--- src/sv/wkdc_pkg.sv ---
`default_nettype none

package wkdc_pkg;

	// Word and dictionary geometry
	localparam int unsigned WORD_W    = 32;
	localparam int unsigned DICT_ROWS = 4;
	localparam int unsigned ROW_WAYS  = 4;
	localparam int unsigned ROW_AW    = $clog2(DICT_ROWS);
	localparam int unsigned WAY_AW    = $clog2(ROW_WAYS);
	localparam int unsigned ROW_BITS  = WORD_W * ROW_WAYS;
	localparam int unsigned LOW_W     = 10;

	localparam logic [WORD_W-1:0] ENTRY_RESET = 32'h0000_0001;

	// Code format, left-aligned in CODE_W bits
	localparam int unsigned CODE_W = 34;
	localparam int unsigned LEN_W  = 6;

	localparam logic [1:0] TAG_ZERO    = 2'b00;
	localparam logic [1:0] TAG_PARTIAL = 2'b01;
	localparam logic [1:0] TAG_MISS    = 2'b10;
	localparam logic [1:0] TAG_EXACT   = 2'b11;

	localparam logic [LEN_W-1:0] LEN_ZERO    = 6'd2;
	localparam logic [LEN_W-1:0] LEN_EXACT   = 6'd6;
	localparam logic [LEN_W-1:0] LEN_PARTIAL = 6'd16;
	localparam logic [LEN_W-1:0] LEN_MISS    = 6'd34;

	// Page byte count
	localparam int unsigned MAX_PAGE_WORDS = 1024;
	localparam int unsigned CNT_W          = 11;
	localparam int unsigned BYTES_W        = 13;
	localparam int unsigned WORD_CAP       = 2047;
	localparam int unsigned BYTE_BOUND     = ((MAX_PAGE_WORDS * 34 + 31) / 32) * 4;
	localparam int unsigned BYTE_CAP       = WORD_CAP * 4;
	localparam logic [BYTES_W-1:0] BYTE_LIMIT =
		BYTES_W'(BYTE_BOUND < BYTE_CAP ? BYTE_BOUND : BYTE_CAP);

	// Result queue
	localparam int unsigned MAX_RES = 3;
	localparam int unsigned Q_DEPTH = 16;

	typedef struct packed {
		logic              valid;
		logic              last;
		logic [LEN_W-1:0]  len;
		logic [CODE_W-1:0] bits;
	} code_t;

	typedef struct packed {
		logic [WORD_W-1:0]  word;
		logic               run_last;
		logic               page_done;
		logic [BYTES_W-1:0] bytes;
	} result_t;

	typedef struct packed {
		logic [1:0]            n;
		result_t [MAX_RES-1:0] res;
	} push_t;

	// Set selection by word bits 17..10, as a dictionary row number
	localparam logic [ROW_AW-1:0] SET_ROW [256] = '{
		2,0,2,1,0,2,1,2,2,0,0,3,3,0,2,2,
		3,1,0,1,2,1,1,1,2,1,2,0,3,1,3,2,
		3,0,2,0,3,1,0,0,3,0,2,1,2,2,1,2,
		3,3,2,1,0,2,2,2,0,0,1,3,0,3,2,2,
		2,2,3,1,2,2,3,3,2,3,3,1,2,1,1,2,
		1,2,0,0,0,0,0,1,1,1,1,1,0,3,0,3,
		1,3,2,0,1,1,2,1,3,1,2,3,3,2,2,0,
		3,1,1,2,2,2,0,1,3,2,1,0,2,0,1,0,
		2,1,2,3,3,3,1,0,2,3,0,0,0,3,0,1,
		0,3,1,0,2,1,3,0,1,0,1,3,3,2,1,2,
		0,1,0,0,1,0,0,0,0,3,0,3,2,0,2,1,
		0,2,1,1,3,0,3,0,3,0,2,3,2,2,3,1,
		3,3,3,2,2,3,2,3,3,3,2,0,0,1,2,0,
		3,1,0,1,1,0,1,3,1,0,3,3,1,0,1,0,
		3,0,3,2,3,0,1,3,1,1,3,3,3,0,3,1,
		2,0,3,1,2,0,1,1,3,2,1,3,2,3,2,0
	};

endpackage

`default_nettype wire

--- src/sv/wkdc_dict.sv ---
`default_nettype none

module wkdc_dict import wkdc_pkg::*; (
	input  wire logic              clk,
	input  wire logic              arst_n,
	input  wire logic              in_valid,
	input  wire logic [WORD_W-1:0] in_word,
	input  wire logic              in_last,
	output code_t                  code
);

	logic [ROW_BITS-1:0] mem [DICT_ROWS];

	logic                v_s1;
	logic                last_s1;
	logic [WORD_W-1:0]   word_s1;
	logic [ROW_AW-1:0]   row_s1;
	logic [ROW_BITS-1:0] rdata_s1;

	logic [DICT_ROWS-1:0] row_vld_q;
	logic                 fwd_v_q;
	logic [ROW_AW-1:0]    fwd_row_q;
	logic [ROW_BITS-1:0]  fwd_data_q;

	logic [ROW_AW-1:0]   in_row;
	logic [ROW_BITS-1:0] cur_row;
	logic [ROW_BITS-1:0] new_row;
	logic [WORD_W-1:0]   ent [ROW_WAYS];
	logic [ROW_WAYS-1:0] match;
	logic                hit;
	logic [WAY_AW-1:0]   pos;
	logic [WAY_AW-1:0]   shift_to;
	logic                wr_en;

	assign in_row = SET_ROW[in_word[17:10]];

	always_ff @(posedge clk) begin
		if (in_valid) begin
			rdata_s1 <= mem[in_row];
		end
		if (wr_en) begin
			mem[row_s1] <= new_row;
		end
	end

	always_ff @(posedge clk) begin
		if (in_valid) begin
			word_s1 <= in_word;
			last_s1 <= in_last;
			row_s1  <= in_row;
		end
		if (wr_en) begin
			fwd_row_q  <= row_s1;
			fwd_data_q <= new_row;
		end
	end

	// Page end drops every row back to its reset contents
	always_ff @(posedge clk or negedge arst_n) begin
		if (!arst_n) begin
			v_s1      <= 1'b0;
			row_vld_q <= '0;
			fwd_v_q   <= 1'b0;
		end else begin
			v_s1 <= in_valid;
			if (v_s1 && last_s1) begin
				row_vld_q <= '0;
				fwd_v_q   <= 1'b0;
			end else if (wr_en) begin
				row_vld_q[row_s1] <= 1'b1;
				fwd_v_q           <= 1'b1;
			end
		end
	end

	always_comb begin
		if (fwd_v_q && (fwd_row_q == row_s1)) begin
			cur_row = fwd_data_q;
		end else if (row_vld_q[row_s1]) begin
			cur_row = rdata_s1;
		end else begin
			cur_row = {ROW_WAYS{ENTRY_RESET}};
		end
		for (int p = 0; p < ROW_WAYS; p++) begin
			ent[p]   = cur_row[p*WORD_W +: WORD_W];
			match[p] = (ent[p][WORD_W-1:LOW_W] == word_s1[WORD_W-1:LOW_W]);
		end
		hit = |match;
		pos = '0;
		for (int p = ROW_WAYS - 1; p >= 0; p--) begin
			if (match[p]) begin
				pos = WAY_AW'(p);
			end
		end
		shift_to = hit ? pos : WAY_AW'(ROW_WAYS - 1);
		new_row  = cur_row;
		new_row[0 +: WORD_W] = word_s1;
		for (int j = 1; j < ROW_WAYS; j++) begin
			if (WAY_AW'(j) <= shift_to) begin
				new_row[j*WORD_W +: WORD_W] = ent[j-1];
			end
		end
	end

	assign wr_en = v_s1 && !last_s1 && (word_s1 != '0);

	always_comb begin
		code.valid = v_s1;
		code.last  = last_s1;
		if (word_s1 == '0) begin
			code.len  = LEN_ZERO;
			code.bits = {TAG_ZERO, {(CODE_W-2){1'b0}}};
		end else if (hit && (ent[pos] == word_s1)) begin
			code.len  = LEN_EXACT;
			code.bits = {TAG_EXACT, row_s1, pos, {(CODE_W-6){1'b0}}};
		end else if (hit) begin
			code.len  = LEN_PARTIAL;
			code.bits = {TAG_PARTIAL, row_s1, pos, word_s1[LOW_W-1:0], {(CODE_W-16){1'b0}}};
		end else begin
			code.len  = LEN_MISS;
			code.bits = {TAG_MISS, word_s1};
		end
	end

endmodule

`default_nettype wire

--- src/sv/wkdc_pack.sv ---
`default_nettype none

module wkdc_pack import wkdc_pkg::*; (
	input  wire logic  clk,
	input  wire logic  arst_n,
	input  wire code_t code,
	output push_t      push,
	output logic       busy
);

	logic              v_s2;
	logic              last_s2;
	logic [LEN_W-1:0]  len_s2;
	logic [CODE_W-1:0] bits_s2;

	logic [WORD_W-1:0] acc_q;
	logic [4:0]        fill_q;
	logic [CNT_W-1:0]  emitted_q;

	logic [95:0]        win;
	logic [6:0]         total;
	logic [1:0]         full_n;
	logic [WORD_W-1:0]  nacc;
	logic               flush;
	logic [1:0]         nw;
	logic [CNT_W:0]     sum;
	logic [CNT_W-1:0]   words_tot;
	logic [BYTES_W-1:0] bytes_raw;
	logic [BYTES_W-1:0] bytes;
	logic [WORD_W-1:0]  rword [MAX_RES];

	always_ff @(posedge clk) begin
		if (code.valid) begin
			last_s2 <= code.last;
			len_s2  <= code.len;
			bits_s2 <= code.bits;
		end
	end

	always_comb begin
		win   = {acc_q, 64'b0} | ({bits_s2, 62'b0} >> fill_q);
		total = {2'b00, fill_q} + {1'b0, len_s2};
		if (total[6]) begin
			full_n = 2'd2;
			nacc   = win[31:0];
		end else if (total[5]) begin
			full_n = 2'd1;
			nacc   = win[63:32];
		end else begin
			full_n = 2'd0;
			nacc   = win[95:64];
		end
		flush = last_s2 && (total[4:0] != 5'd0);
		nw    = full_n + {1'b0, flush};
		sum   = {1'b0, emitted_q} + {{(CNT_W-1){1'b0}}, nw};
		words_tot = (sum > (CNT_W+1)'(WORD_CAP)) ? CNT_W'(WORD_CAP) : sum[CNT_W-1:0];
		bytes_raw = {words_tot, 2'b00};
		bytes     = (bytes_raw > BYTE_LIMIT) ? BYTE_LIMIT : bytes_raw;
		rword[0]  = (full_n == 2'd0) ? nacc : win[95:64];
		rword[1]  = (full_n == 2'd1) ? nacc : win[63:32];
		rword[2]  = nacc;
		push.n = v_s2 ? nw : 2'd0;
		for (int i = 0; i < MAX_RES; i++) begin
			push.res[i].word      = rword[i];
			push.res[i].run_last  = (2'(i) == nw - 2'd1);
			push.res[i].page_done = push.res[i].run_last && last_s2;
			push.res[i].bytes     = push.res[i].page_done ? bytes : '0;
		end
	end

	// Page end restarts the packer and the word count
	always_ff @(posedge clk or negedge arst_n) begin
		if (!arst_n) begin
			v_s2      <= 1'b0;
			acc_q     <= '0;
			fill_q    <= '0;
			emitted_q <= '0;
		end else begin
			v_s2 <= code.valid;
			if (v_s2) begin
				if (last_s2) begin
					acc_q     <= '0;
					fill_q    <= '0;
					emitted_q <= '0;
				end else begin
					acc_q     <= nacc;
					fill_q    <= total[4:0];
					emitted_q <= words_tot;
				end
			end
		end
	end

	assign busy = v_s2;

endmodule

`default_nettype wire

--- src/sv/wkdc_outq.sv ---
`default_nettype none

module wkdc_outq import wkdc_pkg::*; #(
	parameter int unsigned DEPTH = Q_DEPTH
) (
	input  wire logic                       clk,
	input  wire logic                       arst_n,
	input  wire push_t                      push,
	input  wire logic                       pop,
	output result_t                         head,
	output logic                            not_empty,
	output logic [$clog2(DEPTH+1)-1:0]      count
);

	localparam int unsigned AW = $clog2(DEPTH);
	localparam int unsigned CW = $clog2(DEPTH+1);

	result_t       q_mem [DEPTH];
	logic [AW-1:0] wr_q;
	logic [AW-1:0] rd_q;
	logic [CW-1:0] count_q;
	logic [AW-1:0] waddr [MAX_RES];
	logic [AW:0]   wsum  [MAX_RES];
	logic [AW:0]   wr_next;
	logic [AW:0]   rd_next;

	always_comb begin
		for (int i = 0; i < MAX_RES; i++) begin
			wsum[i]  = {1'b0, wr_q} + (AW+1)'(i);
			waddr[i] = (wsum[i] >= (AW+1)'(DEPTH)) ? AW'(wsum[i] - (AW+1)'(DEPTH))
			                                       : wsum[i][AW-1:0];
		end
		wr_next = {1'b0, wr_q} + {{(AW-1){1'b0}}, push.n};
		rd_next = {1'b0, rd_q} + (AW+1)'(1);
	end

	always_ff @(posedge clk) begin
		for (int i = 0; i < MAX_RES; i++) begin
			if (2'(i) < push.n) begin
				q_mem[waddr[i]] <= push.res[i];
			end
		end
	end

	always_ff @(posedge clk or negedge arst_n) begin
		if (!arst_n) begin
			wr_q    <= '0;
			rd_q    <= '0;
			count_q <= '0;
		end else begin
			wr_q <= (wr_next >= (AW+1)'(DEPTH)) ? AW'(wr_next - (AW+1)'(DEPTH))
			                                   : wr_next[AW-1:0];
			if (pop) begin
				rd_q <= (rd_next >= (AW+1)'(DEPTH)) ? '0 : rd_next[AW-1:0];
			end
			count_q <= count_q + CW'(push.n) - CW'(pop);
		end
	end

	assign head      = q_mem[rd_q];
	assign not_empty = (count_q != '0);
	assign count     = count_q;

endmodule

`default_nettype wire

--- src/sv/wk_dictionary_word_compressor_top.sv ---
// An accepted word passes the dictionary and packer stage registers and the result queue to the master side.
// Throughput: one word per cycle in while ready is high; one result per cycle out while the master takes it,
// up to three results per word. Ready drops only while the result queue lacks room for the words still in flight.
// Reset (arst_n low) clears the pipeline, packer, count and queue at once; dictionary rows
// are marked unwritten and read back as all entries one. Page end restores the dictionary, packer and count likewise.
`default_nettype none

module wk_dictionary_word_compressor_top import wkdc_pkg::*; #(
	parameter int unsigned QUEUE_DEPTH = Q_DEPTH
) (
	input  wire logic        clk,
	input  wire logic        arst_n,
	input  wire logic        s_tvalid,
	output logic             s_tready,
	input  wire logic [31:0] s_tdata,   // [31:0] data_word
	input  wire logic        s_tlast,   // page_last
	output logic             m_tvalid,
	input  wire logic        m_tready,
	output logic [47:0]      m_tdata,   // [31:0] packed_word, [44:32] compressed_bytes, rest zero
	output logic             m_tlast,   // page_done
	output logic [0:0]       m_tuser    // [0] run_last
);

	localparam int unsigned CW    = $clog2(QUEUE_DEPTH+1);
	localparam int unsigned LVL_W = CW + 2;

	code_t         code;
	push_t         push;
	logic          pack_busy;
	result_t       head;
	logic          q_valid;
	logic [CW-1:0] q_count;
	logic          accept;
	logic          pop;
	logic [LVL_W-1:0] level;

	// Stage 1: set lookup, row read, match and move-to-front write back
	wkdc_dict u_dict (
		.clk      (clk),
		.arst_n   (arst_n),
		.in_valid (accept),
		.in_word  (s_tdata),
		.in_last  (s_tlast),
		.code     (code)
	);

	// Stage 2: bit packer, flush and page byte count
	wkdc_pack u_pack (
		.clk    (clk),
		.arst_n (arst_n),
		.code   (code),
		.push   (push),
		.busy   (pack_busy)
	);

	// Result queue decouples the packer bursts from the master side
	wkdc_outq #(
		.DEPTH (QUEUE_DEPTH)
	) u_outq (
		.clk       (clk),
		.arst_n    (arst_n),
		.push      (push),
		.pop       (pop),
		.head      (head),
		.not_empty (q_valid),
		.count     (q_count)
	);

	// Reserve worst-case room for every word in flight plus the incoming one
	assign level = LVL_W'(q_count) + LVL_W'(MAX_RES)
	             + (code.valid ? LVL_W'(MAX_RES) : '0)
	             + (pack_busy  ? LVL_W'(MAX_RES) : '0);

	assign s_tready = (level <= LVL_W'(QUEUE_DEPTH));
	assign accept   = s_tvalid && s_tready;
	assign pop      = m_tvalid && m_tready;

	assign m_tvalid = q_valid;
	assign m_tdata  = {3'b000, head.bytes, head.word};
	assign m_tlast  = head.page_done;
	assign m_tuser  = head.run_last;

	a_queue_bound: assert property (@(posedge clk) disable iff (!arst_n)
		q_count <= CW'(QUEUE_DEPTH))
		else $error("result queue overflow");

	a_done_is_run_end: assert property (@(posedge clk) disable iff (!arst_n)
		(m_tvalid && m_tlast) |-> m_tuser[0])
		else $error("page end not on the final result of its request");

	a_bytes_only_at_end: assert property (@(posedge clk) disable iff (!arst_n)
		(m_tvalid && !m_tlast) |-> (m_tdata[44:32] == '0))
		else $error("byte count outside page end");

	a_request_reaches_packer: assert property (@(posedge clk) disable iff (!arst_n)
		accept |-> ##2 pack_busy)
		else $error("accepted request lost before the packer");

endmodule

`default_nettype wire

--- config.mk ---
export PLATFORM = sky130hd
export DESIGN_NAME = wk_dictionary_word_compressor_top
export DESIGN_NICKNAME = d
export VERILOG_FILES = /design/src/sv/wkdc_pkg.sv /design/src/sv/wkdc_dict.sv /design/src/sv/wkdc_pack.sv /design/src/sv/wkdc_outq.sv /design/src/sv/wk_dictionary_word_compressor_top.sv
export SDC_FILE = /design/constraint.sdc
export NUM_CORES = 2
export LEC_CHECK = 0
export ABC_AREA = 1
export BUFFER_PORTS_ARGS = -buffer_cell sky130_fd_sc_hd__buf_2
export CORE_ASPECT_RATIO = 1.1
export CORE_MARGIN = 4
export CORE_UTILIZATION = 40
export DETAILED_ROUTE_END_ITERATION = 7
export PLACE_DENSITY_LB_ADDON = 0.25
export SLEW_MARGIN = 15
export SYNTH_ARGS = -nofsm -noshare
export SYNTH_HDL_FRONTEND = slang
export SYNTH_SLANG_ARGS = --single-unit
--- constraint.sdc ---
create_clock -name clk -period 27.8 [get_ports clk]
set_input_delay 2.78 -clock clk [delete_from_list [all_inputs] [get_ports clk]]
set_output_delay 2.78 -clock clk [all_outputs]
set_load 0.005 [all_outputs]
### Word-level counts from Yosys, hierarchy flattened

Memory sizes are Yosys's and may differ from the RTL's. A register that Yosys moved wholly into a read port is not among the register bits.
Cells that the tools add are included.

| storage, ports and cells | value |
|---|---|
| register bits after elaboration | 274 |
| RAM bits | 1,264 |
| memory bits (read-only) | 512 |
| output and inout bits | 52 |
| memories kept | 3 |

Memories:

| name | depth | bits a word | read ports | clocked after memory_dff | write ports | RTL line | RTL |
|---|---|---|---|---|---|---|---|
| u_outq.q_mem | 16 | 47 | 1 | 0 | 3 | wkdc_outq.sv:18 | `result_t q_mem [DEPTH];` |
| (no name shown) | 256 | 2 | 1 | 0 | 0 | wkdc_dict.sv:35 | `assign in_row = SET_ROW[in_word[17:10]];` |
| u_dict.mem | 4 | 128 | 1 | 1 | 1 | wkdc_dict.sv:12 | `logic [ROW_BITS-1:0] mem [DICT_ROWS];` |

| cells by class | value |
|---|---|
| add/subtract/negate cells | 17 |
| $lt $le $gt $ge | 18 |
| equality and inequality tests | 9 |
| shift-type cells | 1 |
| muxes and demuxes | 55 |
| bitwise logic cells | 4 |
| reduce and logical (&&, ||, !) cells | 23 |

Operator list:

| kind | count |
|---|---|
| two-way mux 32 bit | 10 |
| two-way mux 128 bit | 2 |
| OR 96 bit | 1 |
| right shift 96 x 5 -> 96 bit | 1 |
| == test 22 bit | 4 |
| binary-select mux 32 bit (select 2 bit) | 1 |
| two-way mux 13 bit | 4 |
| two-way mux 40 bit | 1 |
| two-way mux 37 bit | 1 |
| == test 32 bit | 1 |
| logical NOT 32 bit | 1 |
| nonzero test 32 bit | 1 |
| two-way mux 4 bit | 7 |
| two-way mux 11 bit | 2 |
| two-way mux 2 bit | 11 |
| greater-or-equal comparator 5 bit, second input constant | 4 |
| subtractor 4 x 1 -> 4 bit, second input constant | 4 |
| > comparator 13 bit, second input constant | 1 |
| two-way mux 1 bit | 13 |
| adder 11 x 2 -> 12 bit | 1 |
| > comparator 12 x 11 -> 1 bit, second input constant | 1 |
| logical AND 1 bit | 12 |
| adder 4 x 1 -> 5 bit, second input constant | 2 |
| nonzero test 5 bit | 2 |
| other kinds (36) | 39 |

### Longest topological paths before layout

| logic depth | value |
|---|---|
| depth in word-level cells | 16 |
| gate-level depth with buffers | 32 |
| gate-level depth less buffers | 30 |

### Modules after synthesis

Synthesis repeated with hierarchy kept, for this count alone.

| second synthesis, totals | value |
|---|---|
| cells, all modules | 10,811 |
| area, all modules | 91,505.3 um^2 |

Modules (own cells, without submodules):

| module | instances | cells an instance | area an instance (um^2) | sequential area each (um^2) |
|---|---|---|---|---|
| wkdc_outq | 1 | 6,644 | 49,234.7 | 22,907.0 |
| wkdc_dict | 1 | 3,078 | 35,058.6 | 24,323.3 |
| wkdc_pack | 1 | 1,036 | 6,880.3 | 2,457.4 |
| wk_dictionary_word_compressor_top | 1 | 53 | 331.6 | 0.0 |

### Worst setup path before layout

Ideal clock, no wire load.

| timing path | value |
|---|---|
| path type | register -> register |
| from | register u_dict.v_s1 |
| to | memory u_dict.mem[0][0] (netlist name), enable pin |
| arrival | 18,858 ps |
| data required time | 27,184 ps |
| slack | 8,327 ps |
| cell stages (with the launch flop) | 5 |
| buffers on the path | 0 |
| cells stage by stage | dfrtp_1 > inv_1 > nor3_1 > clkinv_1 > nor2_1 |

| on the way | value |
|---|---|
| longest elaborated chain between the ends | 4 |

RTL lines:

| element | RTL line | RTL |
|---|---|---|
| from (decl) | wkdc_dict.sv:14 | `logic v_s1;` |
| from (signal assigned) | wkdc_dict.sv:65 | `v_s1 <= in_valid;` |
| logical AND 1 bit (2 in series) | wkdc_dict.sv:105 | `assign wr_en = v_s1 && !last_s1 && (word_s1 != '0);` |
| via u_dict.wr_en | wkdc_dict.sv:33 | `logic wr_en;` |
| two-way mux 1 bit | wkdc_dict.sv:41 | `if (wr_en) begin` |
| two-way mux 1 bit (not written as such) | wkdc_dict.sv:42 | `mem[row_s1] <= new_row;` |
| to (decl) | wkdc_dict.sv:12 |  |

The timed path passes the listed nets, and every way through them passes these cells.

==> run_results.csv <==
group,metric,value,unit
status,status,"completed",
floorplan,die_y,477.7,µm
synth,yosysWarnings,0,
cts,root_buffer,"clkbuf_16",
final_layout,seq_area,0.04865,mm²
detailed_routing,post_drt_wl_per_cell,27.22,µm
critical_path,startpoint_type,"flop",
power,vdd_drop_max,0.00007814,V
global_route,first_global_vias,62393,
critical_path,arrival,8.34,ns
detailed_routing,num_vias,66405,
floorplan,initial_core_util,40.18,%
global_route,grt_antenna_before_repair,11,
floorplan,die-area,0.2078,mm²
cts,cts_hold_buf,0,
synth,synth_compound_area_share,16.79,%
cts,cts_made_buffers,175,
synth,synth.distinct_cells,46,
cts,clockBufferDepth,3,
synth,yosysSeqAreaShare,60.62,%
global_route,grt_max_degree,186,
synth,synth_async_sr_flop_share,4.108,%
sta,timing.slew.headroom,12.59,%
cts,cts_max_level,4,
sta,fmax,0.1272,GHz
floorplan,chipWidth,435.0,µm
final_layout,fill_cells,18860,
place,place_hpwl,162100,µm
global_route,grt_pass1_wl,425500,µm
critical_path,cp-end-kind,"flop",
cts,clk_pin_slew,0.06,ns
sta,fin_crit,7.861,ns
synth,synth_ff_type,"edfxtp_1",
detailed_routing,drtIter0Drc,9604,
sta,worst_pin_slew,1.297,ns
sta,timing.final.crit_share,28.28,%
synth,yosys.area_share.simple,14.73,%
cts,cts_tree,"done",
sta,fin_worst_skew,0.06333,ns
synth,synthXorXnorAreaFrac,0.5349,%
detailed_routing,ant_nets,0,
job,drv_cap,0,
critical_path,path_class,"flop to flop",
sta,grt_setup_unrepaired,"false",
floorplan,fp-row-count,172,
place,gp_congestion,0.9393,
final_layout,area_delta_synth_final,10.72,%
place,pre_cts_slack,19.35,ns
synth,synthMuxAreaShare,1.123,%
power,powerDensity,121.4,mW/mm²
global_route,track_usage,27.43,%
sta,setup_viol,0,
sta,drv_slew,0,
sta,fin_tns_setup,0,ns
critical_path,worstPathRequired,28.28,ns
sta,setup_ws,19.94,ns
synth,synth-adder-area-share,0.6394,%
floorplan,core-area,0.1997,mm²
power,leakagePower,30.82,nW
critical_path,cp_max_fo,51,
synth,synthesis.area,0.08023,mm²
cts,cts_resized,0,
synth,ys_ff_latch,1631,
synth,syn_area_per_cell,9.660,µm²
synth,syn_inst,8306,
synth,synth_edf_count,1564,
final_layout,final_nets,8130,
floorplan,ios,89,
detailed_routing,drtPass1Iterations,6,
final_layout,drive_above_1_share,7.374,%
final_layout,multi_input_area,0.02772,mm²
cts,post_cts_buffers,0,
cts,cts.sinks,1631,
detailed_routing,detail_route.vias_per_cell,6.136,
sta,finalHoldViolCount,0,
detailed_routing,route.detailed.drc,0,
place,portBuffers,83,
synth,synth_top_family_by_area,"compound AO/OA/AOI/OAI gates",
worst_hold_path,min_path_type,"flop to flop",
detailed_routing,wl,294600,µm
cts,insertion_delay,0.86,ns
global_route,gr-total-overflow,0,
[metrics by stage]
stage               cells  hold slack (ns)  area, µm²  utilization [%]  total power, mW
global placement    10487           0.4673      83160            41.64            8.307
detailed placement  10487           0.4744      83160            41.64            8.394
CTS                 10814           0.4897      88790            44.46            10.71
finish              10822           0.4857      88830            44.48            10.78
global route        10817           0.5190      88820            44.47            11.36
floorplan            8310           0.4517      80250                -            6.785
[cell usage in the layout (no fill, tap or decap), types with 7 or more instances in the layout]
| cell | n |
|---|---|
| clkinv_1 | 52 |
| inv_1 | 447 |
| or2_2 | 10 |
| a21oi_1 | 353 |
| o221ai_1 | 73 |
| o21ai_0 | 1342 |
| nand3_1 | 351 |
| nor3_2 | 7 |
| o32ai_1 | 236 |
| xor2_1 | 45 |
| nor4_1 | 12 |
| clkinv_2 | 36 |
| bufinv_16 | 12 |
| edfxtp_1 | 1564 |
| nand3_4 | 17 |
| nor2_1 | 1293 |
| o21ai_2 | 10 |
| nor2_4 | 31 |
| o22ai_1 | 189 |
| diode_2 | 7 |
| mux2i_1 | 90 |
| ha_1 | 33 |
| nand2_1 | 1224 |
| dfrtp_1 | 63 |
| clkbuf_16 | 177 |
| nor3_1 | 11 |
| a22oi_1 | 31 |
| inv_2 | 9 |
| clkbuf_1 | 45 |
| buf_2 | 82 |
| o211ai_1 | 59 |
| buf_4 | 161 |
| o21ai_1 | 29 |
| nand3b_1 | 8 |
| a31oi_1 | 14 |
[area by class of cell]
cell class / count / area share (%)
clock buffer: 226 / 5.238
sequential: 1631 / 54.77
tap: 2610 / 3.676
multi-input combinational: 5520 / 31.21
antenna: 7 / 0.01972
clock inverter: 101 / 1.099
inverter: 478 / 2.049
timing repair buffer: 249 / 1.944
[final timing paths]
kind | depth (start not counted) | slack (ns) | from | end
max | 17 | 19.94 | u_pack.fill_q[2]$_DFFE_PN0P_ | u_outq.q_mem[10][25]$_DFFE_PP_
min | 2 | 0.49 | u_pack.acc_q[24]$_DFFE_PN0P_ | u_pack.acc_q[24]$_DFFE_PN0P_
max reg2reg | 17 | 19.94 | u_pack.fill_q[2]$_DFFE_PN0P_ | u_outq.q_mem[10][25]$_DFFE_PP_
min reg2reg | 2 | 0.49 | u_pack.acc_q[24]$_DFFE_PN0P_ | u_pack.acc_q[24]$_DFFE_PN0P_
max in group asynchronous | 2 | 24.61 | arst_n | u_outq.rd_q[0]$_DFFE_PN0P_
min in group asynchronous | 1 | 1.85 | arst_n | u_pack.emitted_q[5]$_DFFE_PN0P_
[state kept, by name, summed over array words and instances, names as in the netlist]
signal / flops
u_outq.count: 5
u_outq.wr_q: 4
u_pack.emitted_q: 11
u_dict.v_s1: 1
u_dict.fwd_data_q: 128
u_pack.busy: 1
u_outq.rd_q: 4
u_dict.row_vld_q: 4
u_dict.rdata_s1: 128
u_dict.last_s1: 1
u_dict.row_s1: 2
u_dict.mem: 512
u_pack.fill_q: 4
u_pack.bits_s2: 34
u_dict.fwd_v_q: 1
u_dict.word_s1: 32
u_pack.last_s2: 1
u_pack.acc_q: 32
u_pack.len_s2: 4
u_outq.q_mem: 720
u_dict.fwd_row_q: 2
[cells by family after synthesis]
group | after synthesis
adder cells (fa/ha/maj) | 38
AND/OR/NAND/NOR | 2984
AO/OA/AOI/OAI | 2354
other | 1
buffers and inverters | 1159
flip-flops | 1631
multiplexers | 90
XOR/XNOR | 49
[report_power, final]
group | internal [mW] | switching (mW) | leakage [nW]
clock | 1.30 | 1.02 | 2.75
sequential | 3.71 | 0.262 | 15.3
combinational | 1.20 | 3.29 | 12.8
total | 6.21 | 4.57 | 30.8
[worst max-delay path, cell delays in order, from the launching register on]
cell and delay, ns:
dfrtp_1 0.98, inv_1 0.71, fa_1 0.66, o21ai_0 0.22, xor2_1 0.11, nor2_1 0.40, ha_1 0.25, or2_2 0.11
nand2_1 0.20, nor2_1 0.34, inv_2 0.20, nor2_1 0.13, inv_1 0.17, nor2_4 0.12, buf_4 0.70, inv_1 0.78
nand3_4 0.78, buf_4 0.59
[layer usage]
| layer | wire length, µm | up-vias | global-route usage, % |
|---|---|---|---|
| met5 | 25 | - | 0 |
| met3 | 32190 | 1137 | 5.959 |
| met4 | 19230 | 4 | 15.47 |
| li1 | - | 28993 | - |
| met2 | 134800 | 4326 | 43.82 |
| met1 | 108400 | 31945 | 34.61 |
[Yosys cell counts, types with 18 or more instances]
| cell | number | share of area [%] |
|---|---|---|
| o21ai_0 | 1342 | 8.4 |
| a21oi_1 | 353 | 2.2 |
| ha_1 | 33 | 0.51 |
| o21ai_1 | 40 | 0.25 |
| buf_1 | 36 | 0.17 |
| xor2_1 | 45 | 0.49 |
| o22ai_1 | 189 | 1.5 |
| inv_1 | 454 | 2.1 |
| dfrtp_1 | 67 | 2.1 |
| buf_2 | 20 | 0.12 |
| mux2i_1 | 90 | 1.1 |
| a22oi_1 | 31 | 0.29 |
| o32ai_1 | 236 | 2.6 |
| nand2_1 | 1227 | 5.7 |
| edfxtp_1 | 1564 | 59 |
| clkbuf_1 | 607 | 2.8 |
| nor2_1 | 1327 | 6.2 |
| nand3_1 | 367 | 2.3 |
| o211ai_1 | 59 | 0.55 |
| o221ai_1 | 73 | 0.80 |
| nor3_1 | 18 | 0.11 |
No activity file was read; power rests on OpenSTA's default activity.
